<file path="src/mp2d_pkg.sv">
`default_nettype none
package mp2d_pkg;

	localparam int CFG_DATA_W = 9;
	localparam int CFG_IDX_W  = 2;
	localparam int POS_W      = 9;
	localparam int PROD_W     = POS_W + 3;
	localparam int IDX_BITS   = 8;
	localparam int REM_W      = 2;
	localparam int FACT_W     = 3;

	localparam logic [FACT_W-1:0] MAX_STRIDE = 3'd4;

	localparam logic [POS_W-1:0]  RST_MAP_WIDTH   = 9'd256;
	localparam logic [POS_W-1:0]  RST_MAP_HEIGHT  = 9'd256;
	localparam logic [FACT_W-1:0] RST_POOL_STRIDE = 3'd2;
	localparam logic [FACT_W-1:0] RST_WINDOW_SIZE = 3'd2;

	typedef enum logic [CFG_IDX_W-1:0] {
		REG_MAP_WIDTH   = 2'd0,
		REG_MAP_HEIGHT  = 2'd1,
		REG_POOL_STRIDE = 2'd2,
		REG_WINDOW_SIZE = 2'd3
	} cfg_reg_t;

	typedef enum logic [1:0] {
		ST_IDLE,
		ST_READ,
		ST_UPDATE
	} state_t;

	typedef struct packed {
		logic ok;
		logic org;
		logic done;
		logic last;
	} lane_t;

	typedef struct packed {
		logic accept;
		logic rd_en;
		logic upd_fire;
	} cmd_t;

	typedef struct packed {
		logic pair_any;
		logic last_pair;
		logic completes;
		logic out_full;
		logic out_ready;
	} status_t;

endpackage
`default_nettype wire

</file>
<file path="src/mp2d_ctrl.sv">
`default_nettype none
module mp2d_ctrl (
	input  wire logic              clk,
	input  wire logic              arst_n,
	input  wire logic              in_valid,
	input  wire mp2d_pkg::status_t st,
	output mp2d_pkg::cmd_t         cmd,
	output logic                   in_ready
);

	mp2d_pkg::state_t state_q;
	mp2d_pkg::state_t state_next;
	logic             upd_ok;

	always_ff @(posedge clk or negedge arst_n) begin
		if (!arst_n) begin
			state_q <= mp2d_pkg::ST_IDLE;
		end else begin
			state_q <= state_next;
		end
	end

	// outputs
	always_comb begin
		upd_ok       = !st.completes || !st.out_full || st.out_ready;
		in_ready     = 1'b0;
		cmd.rd_en    = 1'b0;
		cmd.upd_fire = 1'b0;
		unique case (state_q)
			mp2d_pkg::ST_IDLE: begin
				in_ready = 1'b1;
			end
			mp2d_pkg::ST_READ: begin
				cmd.rd_en = 1'b1;
			end
			mp2d_pkg::ST_UPDATE: begin
				cmd.upd_fire = upd_ok;
				in_ready     = upd_ok && st.last_pair;
			end
			default: begin
				in_ready = 1'b0;
			end
		endcase
		cmd.accept = in_valid && in_ready;
	end

	// next state
	always_comb begin
		state_next = state_q;
		unique case (state_q)
			mp2d_pkg::ST_IDLE: begin
				if (cmd.accept && st.pair_any) begin
					state_next = mp2d_pkg::ST_READ;
				end
			end
			mp2d_pkg::ST_READ: begin
				state_next = mp2d_pkg::ST_UPDATE;
			end
			mp2d_pkg::ST_UPDATE: begin
				if (cmd.upd_fire) begin
					if (!st.last_pair) begin
						state_next = mp2d_pkg::ST_READ;
					end else if (cmd.accept && st.pair_any) begin
						state_next = mp2d_pkg::ST_READ;
					end else begin
						state_next = mp2d_pkg::ST_IDLE;
					end
				end
			end
			default: begin
				state_next = mp2d_pkg::ST_IDLE;
			end
		endcase
	end

endmodule
`default_nettype wire

</file>
<file path="config.mk">
export PLATFORM = sky130hd
export DESIGN_NAME = mp2d_ctrl
export DESIGN_NICKNAME = d
export VERILOG_FILES = /design/src/mp2d_pkg.sv /design/src/mp2d_ctrl.sv
export SDC_FILE = /design/constraint.sdc
export NUM_CORES = 1
export LEC_CHECK = 0
export ABC_AREA = 1
export CORE_AREA = 10 10 47 49
export DETAILED_ROUTE_END_ITERATION = 8
export DIE_AREA = 0 0 57 59
export DONT_BUFFER_PORTS = 1
export GPL_TIMING_DRIVEN = 1
export PLACE_DENSITY = 0.33
export SYNTH_ARGS = -nofsm -noshare
export SYNTH_HDL_FRONTEND = slang
export SYNTH_SLANG_ARGS = --single-unit
</file>
<file path="constraint.sdc">
create_clock -name clk -period 2.4 [get_ports clk]
set_input_delay 0.12 -clock clk [delete_from_list [all_inputs] [get_ports clk]]
set_output_delay 0.12 -clock clk [all_outputs]
set_load 0.005 [all_outputs]
</file>
After elaboration in Yosys (flattened, before gate mapping)
Cells that the tools add are included.
{"block": "word_totals", "register_bits": 2, "in_bits": 8, "output_inout_bits": 4, "wordCells": 22}
{"block": "classes", "n_eq_ne": 4, "n_mux": 8, "n_reduce_logical": 9}
{"cell": "2-bit one-hot mux with 3 select lines", "n": 1}
{"cell": "1-bit two-way mux", "n": 4}
{"cell": "2-bit two-way mux", "n": 2}
{"cell": "2-bit inequality test, second input constant", "n": 2}
{"cell": "1-bit logical AND", "n": 3}
{"cell": "2-bit by 1-bit == test with 1-bit output, second input constant", "n": 1}
{"cell": "2-bit == test, second input constant", "n": 1}
{"cell": "1-bit zero test", "n": 2}
{"cell": "2-bit zero test", "n": 1}
{"cell": "1-bit logical OR", "n": 2}
{"cell": "1-bit one-hot mux with 2 select lines", "n": 1}
{"cell": "2-bit AND reduction", "n": 1}

Depth between registers and ports, before layout
Gate-level depths: netlist of the first run.
{"block": "depth", "depth_word": 11, "ltp_mapped": 6, "mapped_depth_nobuf": 6}

Least setup slack after synthesis of the first run
OpenSTA, ideal clock, no wires.
{"block": "synth_path", "path_type": "register to output", "startpoint": "register state_q[0]", "endpoint": "output port cmd[2] (netlist name)", "arrival_time_ps": 742, "required_time_ps": 2280, "setup_slack_ps": 1538, "path_stages_with_launch": 4, "n_path_buf": 0, "cell_sequence": "dfrtp_1 nor2_1 nand2_1 a21boi_0"}
{"element": "from (decl)", "line": "mp2d_ctrl.sv:11", "source": "mp2d_pkg::state_t state_q;"}
{"element": "from (signal assigned)", "line": "mp2d_ctrl.sv:17", "source": "state_q <= mp2d_pkg::ST_IDLE;"}
{"element": "from (signal assigned)", "line": "mp2d_ctrl.sv:19", "source": "state_q <= state_next;"}
{"element": "to (decl)", "line": "mp2d_ctrl.sv:7", "source": "output mp2d_pkg::cmd_t cmd,"}

==> qor.yml, run 1 <==
synthesis:
  synth_top_family_by_area: "simple AND/OR/NAND/NOR gates"
  synthCells: 22
  seq_area_frac_synth_pct: 32.5
  syn_area_per_cell_sq_um: 7.00
  synth-seq-cells: 2
  synth_mux_area_share_pct: 0
  syn_nets: 30
  synthSimpleGateAreaFrac_pct: 36.6
  synth_xor_area_share_pct: 0
  synth_compound_area_share_pct: 13.8
  synth_area_sq_um: 154
  synth_adder_area_share_pct: 0
  synth_cell_types: 13
  yosysWarnings: 0
global_routing:
  grt_pass1_wl_um: 703
  antenna_found_initial: 0
  grt_pass1_vias: 157
  track_usage_pct: 2.90
  grt_max_degree: 6
  globalRouteOverflowTotal: 0
worst_setup_path:
  path_class: "flip-flop to primary output"
  start_kind: "flip-flop"
  worst-path-buf-inv: 0
  cp_top_family: "flip-flops"
  arrival_ps: 1060
  reg2reg_from: "state_q[0]"
  slowest_delay_ps: 390
  crit_chain: "nor2_1 -> nand2_1 -> a21boi_0"
  ff2ff_path_depth: 5
  crit_slowest_cell: "dfrtp_1"
  cp_max_fo: 3
  critPathCaptureType: "primary output"
  cp.depth: 3
  worstSetupStartpoint: "state_q[0]"
  critPathRequiredTime_ps: 2280
floorplanning:
  initial_core_util_pct: 11.0
  row_count: 14
  die_h_um: 59
  die_area_sq_um: 3360
  die_x_um: 57
  io_pins: 12
  core_region_area_sq_um: 1400
sta:
  min_period_ps: 1180
  finalCritPeriodShare_pct: 49.3
  final_hold_viol_count: 0
  worst_pin_slew_ps: 254
  fin_skew_ps: 2.85
  rsz0062_at_grt: "false"
  relSlewSlack_pct: 82.9
  fin_ws_ps: 1220
  max_freq_ghz: 0.845
  hold_slack_ps: 47.0
  drv_slew: 0
  setup_violations: 0
  setup_tns_ps: 0
finish:
  reg_top3: "state_q x2"
  largest_register_ffs: 2
  final_cell_mix: "3 x inv_1, 3 x nand2_1, 3 x clkbuf_4"
  layout-drive-gt1-share_pct: 36.0
  area_delta_synth_final_pct: 29.3
  post-route-util_pct: 14.2
  final_net_count: 35
  multiInputGateArea_sq_um: 77.6
  n_antenna_cell: 0
  fill_cells: 169
  top_register: "state_q"
  seq_area_sq_um: 50.0
power_and_ir_drop:
  p_leak_nw: 0.103
  ir_drop_mv: 0.319
  power_density_nw_per_um2: 968
  p_total_uw: 193
clock_tree:
  clockBufferDepth: 2
  clkLatencyLatePin_ps: 220
  cts_setup_buffers: 0
  cts.repair.resized: 0
  cts_tree: "built"
  cts_root_buffer: "clkbuf_4"
  cts.sink_count: 2
  cts_hold_buffers: 1
  cts.htree.levels: 1
  clkTransAtPathRegs_ps: 30
  cts_buffers: 3
place:
  portBuffers: 0
  post-place-ws_ps: 1430
  place.gp.congestion: 0.690
drt:
  ant_nets: 0
  drt_pass1_iterations: 2
  vias: 144
  vias_per_cell: 3.51
  drt_iter0_drc: 1
  drt-total-wl_um: 432
  drc: 0
  wl_per_cell_um: 10.5
outcome:
  status: "completed"
min_path:
  hold-path-cell-count: 2
  worstHoldStart: "in_valid"
  hold_path_class: "input port to flip-flop"
run:
  drv_cap: 0
==> worst reg2reg max path, stage by stage, from the launching register on <==
cell and delay (ps):
dfrtp_1 390, nor2_1 120, nand2_1 90, nand2_2 90, nand3_2 80, a21oi_2 120
==> logic make-up after synthesis <==
kind of cell	after synthesis
buf+inv	6
flops	2
compound gates	3
simple gates	11
==> worst paths after layout <==
| kind | endpoint | slack, ps |
|---|---|---|
| max in group asynchronous | state_q[1] | 2140 |
| min in group asynchronous | state_q[0] | 130 |
| setup / recovery | cmd[2] | 1220 |
| setup reg to reg | state_q[0] | 1440 |
| hold reg to reg | state_q[1] | 570 |
| hold / removal | state_q[0] | 50 |
==> routing by layer <==
layer | share of wire [%] | global-route usage, %
met1 | 49 | 3.09
met2 | 29 | 2.48
met3 | 22 | 4.08
met4 | 0 | 2.01
met5 | 0 | 0
==> where the power goes <==
| part | total, mW | internal (mW) | leakage [nW] | switching (mW) |
|---|---|---|---|---|
| sequential | 0.0553 | 0.0443 | 0.0263 | 0.0110 |
| clock | 0.0740 | 0.0551 | 0.0138 | 0.0189 |
| combinational | 0.0632 | 0.0221 | 0.0626 | 0.0411 |
==> layout make-up <==
class | instances | share of cell area, %
sequential | 2 | 25.2
multi-input combinational | 14 | 39.0
tap | 16 | 10.1
inverter | 5 | 9.43
clock buffer | 3 | 11.3
timing repair buffer | 1 | 5.03
==> Yosys cell counts <==
| cell type | n | area [sq um] |
|---|---|---|
| inv_1 | 3 | 11.3 |
| nand2_1 | 3 | 11.3 |
| dfrtp_1 | 2 | 50.1 |
| inv_2 | 2 | 7.51 |
| nand2_2 | 2 | 12.5 |
| nand3_1 | 2 | 10.0 |
| nor2_1 | 2 | 7.51 |
| a21boi_0 | 1 | 7.51 |
| a21oi_2 | 1 | 8.76 |
| buf_4 | 1 | 7.51 |
| nand3_2 | 1 | 10.0 |
| nor3_1 | 1 | 5.00 |
| o21ai_0 | 1 | 5.00 |
==> stage by stage <==
stage                     cell area, sq um  std cells
after floorplan                        154         22
after global placement                 166         37
after detailed placement               166         37
after CTS                              199         41
after global routing                   199         41
final                                  199         41
Power figures use the tool's default switching activity.
==> run 2: changes to the inputs <==
ABC_AREA = 0   (was 1)
clock period = 1 ns   (was 2.4 ns; I/O delays follow)
==> run 2 against run 1 <==
Effect of this change:
- the flow now finishes with violations (setup timing)
- register-to-register slack worse by 1500 ps
- combinational power up 120%
- clock skew fell by 2.0 ps
- setup slack worse by 1400 ps
- via count rose by 2.8%
- worst hold slack got worse by 33 ps
- critical path depth unchanged
- sequential power is 99% higher
- synthesized cell count shrank 32%
- clock power grew 140%
- first-iteration DRC count is 100% higher
- largest cell class unchanged
==> qor.yml, run 2 <==
outcome:
  status: "finished, violations left"
  violations: "setup timing"
clock_tree:
  cts_root_buffer: "clkbuf_4"
  cts_buffers: 3  # unchanged
  clkLatencyLatePin_ps: 220  # about the same
  clkTransAtPathRegs_ps: 30  # about the same
  clockBufferDepth: 2  # unchanged
  cts.sink_count: 2  # unchanged
  cts_tree: "built"
  cts.htree.levels: 1  # unchanged
worst_setup_path:
  critPathMostFrequentCell: "buf_4"
  reg2reg_from: "state_q[1]"
  crit_slowest_cell: "dfrtp_1"
  crit_chain: "buf_4 -> buf_4 -> and2b_2"
  slowest_delay_ps: 370  # -20 ps
  cp_max_fo: 3  # unchanged
  critPathRequiredTime_ps: 950  # -1330 ps
  arrival_ps: 1100  # +40 ps
  path_class: "flip-flop to primary output"
  start_kind: "flip-flop"
  cp_top_family: "flip-flops"
  worstSetupStartpoint: "state_q[1]"
  worst-path-buf-inv: 2  # +2
  critPathCaptureType: "primary output"
synthesis:
  yosys.area.top_type: "dfrtp_1"
  synth_cell_types: 12  # -1
  yosysTopAreaCellShare_pct: 33.3  # +0.81 points
  async_flop_share_pct: 100  # unchanged
  syn_area_per_cell_sq_um: 10.0  # +43%
  synth_area_sq_um: 150  # -2.4%
  synthCells: 15  # -32%
  synthTopCellsByArea: "dfrtp_1 33%, nor4b_2 10%, and4b_4 9.2%, nand2b_1 8.3%, nor2b_1 8.3%"
  synth_flop_cell: "dfrtp_1"
  yosysWarnings: 0  # unchanged
  synth-seq-cells: 2  # unchanged
  synth_common_cells: "2 x dfrtp_1, 2 x nand2b_1, 2 x nor2b_1"
  syn_nets: 23  # -23%
  synth_edf_count: 0  # unchanged
  seq_area_frac_synth_pct: 33.3  # +0.81 points
finish:
  reg_top3: "state_q x2"
  n_antenna_cell: 0  # unchanged
  fin_cells: 38  # -7.3%
  top_register: "state_q"
  final_net_count: 32  # -8.6%
  layout-drive-gt1-share_pct: 63.6  # +28 points
  final_area_sq_um: 287  # +44%
  final_cell_mix: "3 x clkbuf_4, 3 x dlygate4sd3_1, 2 x nor2b_4, 2 x buf_4"
  area_delta_synth_final_pct: 90.8
  post-route-util_pct: 20.4  # +6.3 points
  largest_register_ffs: 2  # unchanged
place:
  post-place-ws_ps: 12.2  # -1420 ps
  portBuffers: 0  # unchanged
  placed_cell_area_sq_um: 163  # -2.3%
  dp_cells: 30  # -19%
  place.gp.congestion: 0.691  # +0.23%
sta:
  final_hold_viol_count: 0  # unchanged
  min_period_ps: 1150
  setup_violations: 5  # +5
  fin_skew_ps: 0.817  # -2.03 ps
  fin_ws_ps: -150  # -1370 ps
  max_freq_ghz: 0.870
  worst_pin_slew_ps: 210  # -43.9 ps
  relSlewSlack_pct: 85.9  # +3.0 points
  finalCritPeriodShare_pct: 115
  drv_slew: 0  # unchanged
  rsz0062_at_grt: "true"
drt:
  wl_per_cell_um: 14.7  # +40%
  drt_iter0_drc: 2  # +1
  ant_nets: 0  # unchanged
  vias: 148  # +2.8%
  drt-total-wl_um: 560  # +30%
  drt_pass1_iterations: 3  # +1
  drc: 0  # unchanged
  vias_per_cell: 3.89  # +11%
floorplanning:
  die_area_sq_um: 3360  # unchanged
  io_pins: 12  # unchanged
  die_x_um: 57  # unchanged
  initial_core_util_pct: 10.7  # -0.27 points
  core_region_area_sq_um: 1400  # unchanged
  die_h_um: 59  # unchanged
  row_count: 14  # unchanged
min_path:
  hold_path_class: "input port to flip-flop"
  worstHoldStart: "st[3]"
global_routing:
  track_usage_pct: 3.54  # +0.64 points
  grt_pass1_vias: 178  # +13%
  grt_pass1_wl_um: 841  # +20%
  grt_max_degree: 6  # unchanged
  antenna_found_initial: 0  # unchanged
  globalRouteOverflowTotal: 0  # unchanged
power_and_ir_drop:
  ir_drop_mv: 0.667  # +110%
  p_leak_nw: 0.117  # +14%
  power_density_nw_per_um2: 1500  # +55%
run:
  drv_cap: 0  # unchanged
==> run 2: cell types whose count changed after synthesis, sizes merged, moves of 2 or more <==
cell / previous run / this run
nand2b: 0 / 2
nand2: 5 / 1
nor2: 2 / 0
inv: 5 / 0
nand3: 3 / 0
nor2b: 0 / 2
==> run 2: worst paths after layout <==
kind                       depth (start not counted)         end  slack (ps)
hold reg to reg                                    1  state_q[0]         540
setup reg to reg                                   4  state_q[1]         -90
setup / recovery                                   3      cmd[1]        -150
max in group asynchronous                          1  state_q[0]         800
min in group asynchronous                          1  state_q[0]          60
hold / removal                                     2  state_q[0]          10
==> run 2: final cells by class <==
class                   count  area, sq um
fillers                   160         1110
multi-input cells          12          148
flip-flops and latches      2         51.3
repair buffers              5         45.0
clock buffers               3         22.5
well taps                  16         20.0
==> run 2: timing repair <==
action                     4_1_cts  5_1_grt
setup endpoints to repair        3        5
hold endpoints to repair         3        0
hold buffers                     3        0
buffers inserted                 2        0
gates resized for setup          9        2
pin swaps                        3        1
==> run 2: per-stage QoR <==
| stage | TNS [ps] | power, mW | hold WS, ps |
|---|---|---|---|
| after floorplan | 0 | 0.161 | -246 |
| after global placement | 0 | 0.166 | -246 |
| after detailed placement | 0 | 0.168 | -246 |
| after CTS | -569 | 0.431 | 11.6 |
| after global routing | -718 | 0.468 | 34.1 |
| final | -474 | 0.431 | 14.0 |
==> run 2: routing by layer <==
layer  global-route usage [%]  routed length [um]
met5                        0                   0
met4                     4.03                   0
met3                     3.65                 112
met2                     3.72                 198
met1                     3.43                 249
==> run 2: power by group <==
part / leakage (nW) / internal [mW] / switching, mW / total [mW]
clock: 0.0138 / 0.132 / 0.0464 / 0.179
sequential: 0.0247 / 0.0942 / 0.0161 / 0.110
combinational: 0.0783 / 0.0888 / 0.0532 / 0.142
==> run 2: cell families (layout without fill, tap and decap cells) <==
logic type	Yosys count	count (layout)	share of synthesized area (%)
simple gates	10	10	51.7
flops	2	2	33.3
compound gates	2	2	10.0
buf+inv	1	8	5.00
